### src/rtl/multiplicative_hash_map_defines.svh
// Assertion macros for the hash map RTL.
// MHM_CHECK is quiet while reset is asserted; MHM_CHECK_ALL runs on every edge.
`ifndef MULTIPLICATIVE_HASH_MAP_DEFINES_SVH
`define MULTIPLICATIVE_HASH_MAP_DEFINES_SVH
`ifndef SYNTHESIS
`define MHM_CHECK(lbl, prop) \
	lbl: assert property (@(posedge clk) disable iff (!arst_n) prop) \
		else $error("hash map check failed");
`define MHM_CHECK_ALL(lbl, prop) \
	lbl: assert property (@(posedge clk) prop) \
		else $error("hash map check failed");
`else
`define MHM_CHECK(lbl, prop)
`define MHM_CHECK_ALL(lbl, prop)
`endif
`endif

### src/rtl/mhm_pkg.sv
package mhm_pkg;

	localparam int unsigned BUCKETS_DEF = 1024;
	localparam int unsigned WAYS_DEF    = 4;

	localparam logic [31:0] HASH_MULT = 32'd2654435761;

	// operation codes
	localparam logic [1:0] FN_FIND   = 2'd0;
	localparam logic [1:0] FN_INSERT = 2'd1;
	localparam logic [1:0] FN_REMOVE = 2'd2;
	localparam logic [1:0] FN_RSVD   = 2'd3;

	// status codes
	localparam logic [1:0] STS_OK   = 2'd0;
	localparam logic [1:0] STS_MISS = 2'd1;
	localparam logic [1:0] STS_FULL = 2'd2;

	typedef struct packed {
		logic [1:0]         func;
		logic signed [31:0] key;
		logic [31:0]        handle;
	} req_t;

	typedef struct packed {
		logic [1:0]  status;
		logic [31:0] found_handle;
	} rsp_t;

	typedef enum logic [1:0] {
		S_CLEAR,
		S_IDLE,
		S_HASH,
		S_UPDATE
	} state_t;

endpackage

### src/rtl/mhm_hash.sv
module mhm_hash #(
	parameter int unsigned BUCKETS = mhm_pkg::BUCKETS_DEF,
	localparam int unsigned BW = (BUCKETS > 1) ? $clog2(BUCKETS) : 1
) (
	input  logic          clk,
	input  logic          arst_n,
	input  logic          start,
	input  logic [31:0]   key,
	output logic          done,
	output logic [BW-1:0] bucket
);
	import mhm_pkg::*;

	localparam bit POW2 = ((BUCKETS & (BUCKETS - 1)) == 0);

	logic [31:0] h_q;

	generate
		if (POW2) begin : g_mask
			logic run_q;

			always_ff @(posedge clk or negedge arst_n) begin
				if (!arst_n) begin
					run_q <= 1'b0;
				end else begin
					run_q <= start;
				end
			end

			always_ff @(posedge clk) begin
				if (start) begin
					h_q <= 32'(key * HASH_MULT);
				end
			end

			assign done = run_q;
			if (BUCKETS == 1) begin : g_one
				assign bucket = '0;
			end else begin : g_low
				assign bucket = h_q[BW-1:0];
			end
		end else begin : g_rem
			// remainder by reciprocal: the quotient estimate is low by at most one,
			// so one compare and subtract finishes it
			localparam int unsigned SH = 31 + BW;
			localparam logic [31:0] RECIP = 32'((64'd1 << SH) / 64'(BUCKETS));
			localparam logic [31:0] B32 = 32'(BUCKETS);

			logic        run_q;
			logic        mul_q;
			logic        done_q;
			logic [63:0] prod_q;
			logic [31:0] r_q;
			logic [31:0] q_est;

			assign q_est = 32'(prod_q[63:SH]);

			always_ff @(posedge clk or negedge arst_n) begin
				if (!arst_n) begin
					run_q  <= 1'b0;
					mul_q  <= 1'b0;
					done_q <= 1'b0;
				end else begin
					run_q  <= start;
					mul_q  <= run_q;
					done_q <= mul_q;
				end
			end

			always_ff @(posedge clk) begin
				if (start) begin
					h_q <= 32'(key * HASH_MULT);
				end
				if (run_q) begin
					prod_q <= 64'(h_q) * 64'(RECIP);
				end
				if (mul_q) begin
					r_q <= h_q - 32'(q_est * B32);
				end
			end

			assign done   = done_q;
			assign bucket = (r_q >= B32) ? BW'(r_q - B32) : BW'(r_q);
		end
	endgenerate

endmodule

### config.mk
export PLATFORM = sky130hd
export DESIGN_NAME = mhm_hash
export DESIGN_NICKNAME = d
export VERILOG_FILES = /design/src/rtl/multiplicative_hash_map_defines.svh /design/src/rtl/mhm_pkg.sv /design/src/rtl/mhm_hash.sv
export SDC_FILE = /design/constraint.sdc
export NUM_CORES = 1
export LEC_CHECK = 0
export BUFFER_PORTS_ARGS = -buffer_cell sky130_fd_sc_hd__clkbuf_2
export CORE_MARGIN = 2
export CORE_UTILIZATION = 45
export CTS_BUF_LIST = sky130_fd_sc_hd__clkbuf_8 sky130_fd_sc_hd__clkbuf_16
export DETAILED_ROUTE_END_ITERATION = 7
export GPL_TIMING_DRIVEN = 1
export PLACE_DENSITY = 0.89
export RECOVER_POWER = 50
export SLEW_MARGIN = 20
export SYNTH_ARGS = -nofsm -noshare
export SYNTH_HDL_FRONTEND = slang
export SYNTH_SLANG_ARGS = --single-unit
export TNS_END_PERCENT = 30
### constraint.sdc
create_clock -name clk -period 0.8 [get_ports clk]
set_input_delay 0.04 -clock clk [delete_from_list [all_inputs] [get_ports clk]]
set_output_delay 0.04 -clock clk [all_outputs]
set_load 0.01 [all_outputs]
==> results.tsv <==
metric	value	unit
crit_chain	buf_8, ha_4, ha_4, inv_2, fa_1, inv_2, ha_4, fa_2, xnor2_2, xnor3_1, xnor2_1, xnor2_1	
worst_setup_path_start_kind	input pin	
routabilityCongestion	0.7712	
synth.top_cell.area_share	38.96	%
top_layer_used	met4	
path_max_fanout	2	
htree_num_levels	1	
die_area	0.002060	mm2
fp.dieW	45.39	um
critPathSlowestCell	fa_1	
initial_core_util	49.44	%
drt-met1-wl	825	um
rows	14	
rsz0062_at_grt	yes	
setup_viol	7	
cp.required	0.78	ns
wl_per_cell	18.02	um
grt-ovfl-total	0	
worst_slew_pin_slew	0.5637	ns
clock_path_buffers	2	
hold_path.class	in -> async	
nets	150	
wirelength	1.964	mm
ant_nets	0	
dp_hpwl	1.136	mm
maxCapViolCount	0	
cpMostUsedCell	ha_4	
power	2.873	mW
dr.pass1.iters	4	
max-vdd-ir-drop	0.001297	V
synth-seq-cells	11	
dr_wl_met2	1.038	mm
antenna_found_initial	0	
setup_ws	-1.699	ns
timing.hold.ws	0.1208	ns
placeableCoreArea	0.001559	mm2
cts.clk_slew.worst_paths	0.05	ns
cts_tree	built	
final_core_util	82.99	%
cts_root_buf	clkbuf_8	
period_needed	2.499	ns
final-hold-violation-count	0	
worstSetupEndpointType	flip-flop	
syn_inst	55	
first_global_vias	597	
drv_slew	0	
grt_pass1_wl	2.697	mm
io_pins	46	
violations	setup timing	
syn2layout_area_growth	67.86	%
numCtsBuffers	3	
viasPerCell	5.156	
status	finished with violations	
die_y	45.39	um
yosys.area.top_type	edfxtp_1	
maxSlewHeadroom	62.42	%
synth_warnings	0	
yosysSeqAreaShare	42.21	%
syn_nets	111	
place.port_buffers	23	
dp_worst_setup_slack	-2.027	ns
dr_total_vias	562	
grt_usage	19.21	%
setup_tns	-5.568	ns
drtIter0Drc	14	
period_share	312.4	%
synth.avg_cell_area	14.01	um2
drive_above_1_share	61.29	%
nFillCells	72	
synthTopCellsByArea	edfxtp_1, ha_1, xnor2_1	
synth_cell_types	10	
antenna_cells	0	
drc	0	
powerDensity	2220	mW/mm2
routed-wl-met3	84	um
crit_path_max_incr_delay	0.50	ns
fmax	400.2	MHz
arrival	2.48	ns
cts_sinks	11	
grt_max_degree	12	
crit_type	in -> reg	
synth_area	770.7	um2
leakagePower	0.5549	nW
[Yosys cell counts]
cell / n
ha_1: 18
edfxtp_1: 10
inv_1: 9
xnor2_1: 7
fa_1: 3
a21o_1: 2
a21oi_1: 2
xor2_1: 2
dfrtp_1: 1
xnor3_1: 1
[layout by cell type, fill, tap and decap left out]
cell / instances
a21o_1: 2
a21oi_1: 1
a21oi_2: 1
buf_4: 6
buf_6: 2
buf_8: 3
clkbuf_1: 3
clkbuf_2: 18
clkbuf_8: 3
dfrtp_1: 1
dlygate4sd3_1: 2
edfxtp_1: 10
fa_1: 1
fa_2: 2
ha_1: 2
ha_4: 16
inv_1: 6
inv_2: 4
xnor2_1: 5
xnor2_2: 2
xnor3_1: 1
xor2_1: 2
[sequential cells by signal (all words and copies together), names as in the netlist]
name  count
done      1
h_q      10
[metal layers]
layer | GRT usage (%) | vias up
li1 | - | 265
met1 | 23.48 | 271
met2 | 32.68 | 24
met3 | 4.365 | 2
met4 | 7.059 | 0
met5 | 0 | -
[critical path, delay by kind of cell]
family                     cells  cell delay [ns]
adders and majority gates      5             1.58
buffers and inverters          3             0.18
xor gates and xnor gates       4             0.66
[path summary, 6_finish.rpt]
| check | end | depth (start not counted) | slack, ns | startpoint |
|---|---|---|---|---|
| max | h_q[9]$_DFFE_PP_ | 12 | -1.70 | key[0] |
| min | done$_DFF_PN0_ | 2 | 0.12 | arst_n |
| max in group asynchronous | done$_DFF_PN0_ | 2 | 0.59 | arst_n |
| min in group clk | h_q[0]$_DFFE_PP_ | 2 | 0.13 | key[0] |
[through the flow]
stage | cell area [um2] | cells
after CTS | 1217 | 107
after floorplan | 839.6 | 55
final | 1294 | 109
after global routing | 1294 | 109
after global placement | 1027 | 101
after detailed placement | 1027 | 101
[kinds of logic after synthesis]
logic type	share of synthesized area, %
DFF	42.21
xor gates and xnor gates	13.15
buffers and inverters	4.383
adders and majority gates	37.01
AOI/OAI and AO/OA	3.246
[repair_timing]
action                                  in CTS  in global routing
pin swaps                                   10                  8
hold buffers                                 1                  1
hold endpoints to repair                     1                  1
gates resized for setup                     14                 12
buffers inserted                             1                  1
endpoints found under the setup margin       5                  8
[cell type report]
class                      instances  area (um2)  area share, %
tap                               16       20.02          1.547
timing repair buffer              34       234.0          18.09
sequential                        11       325.3          25.15
clock buffer                       3       41.29          3.191
multi-input combinational         35       635.6          49.13
clock inverter                     1       3.754         0.2901
inverter                           9       33.78          2.611
[where the power goes]
group          switching, mW  internal, mW  leakage [nW]
Clock                  0.206         0.337        0.0269
Combinational          0.659         0.828         0.418
Sequential            0.0404         0.802         0.110
Total                  0.906          1.97         0.555
No activity file was read; power rests on OpenSTA's default activity.
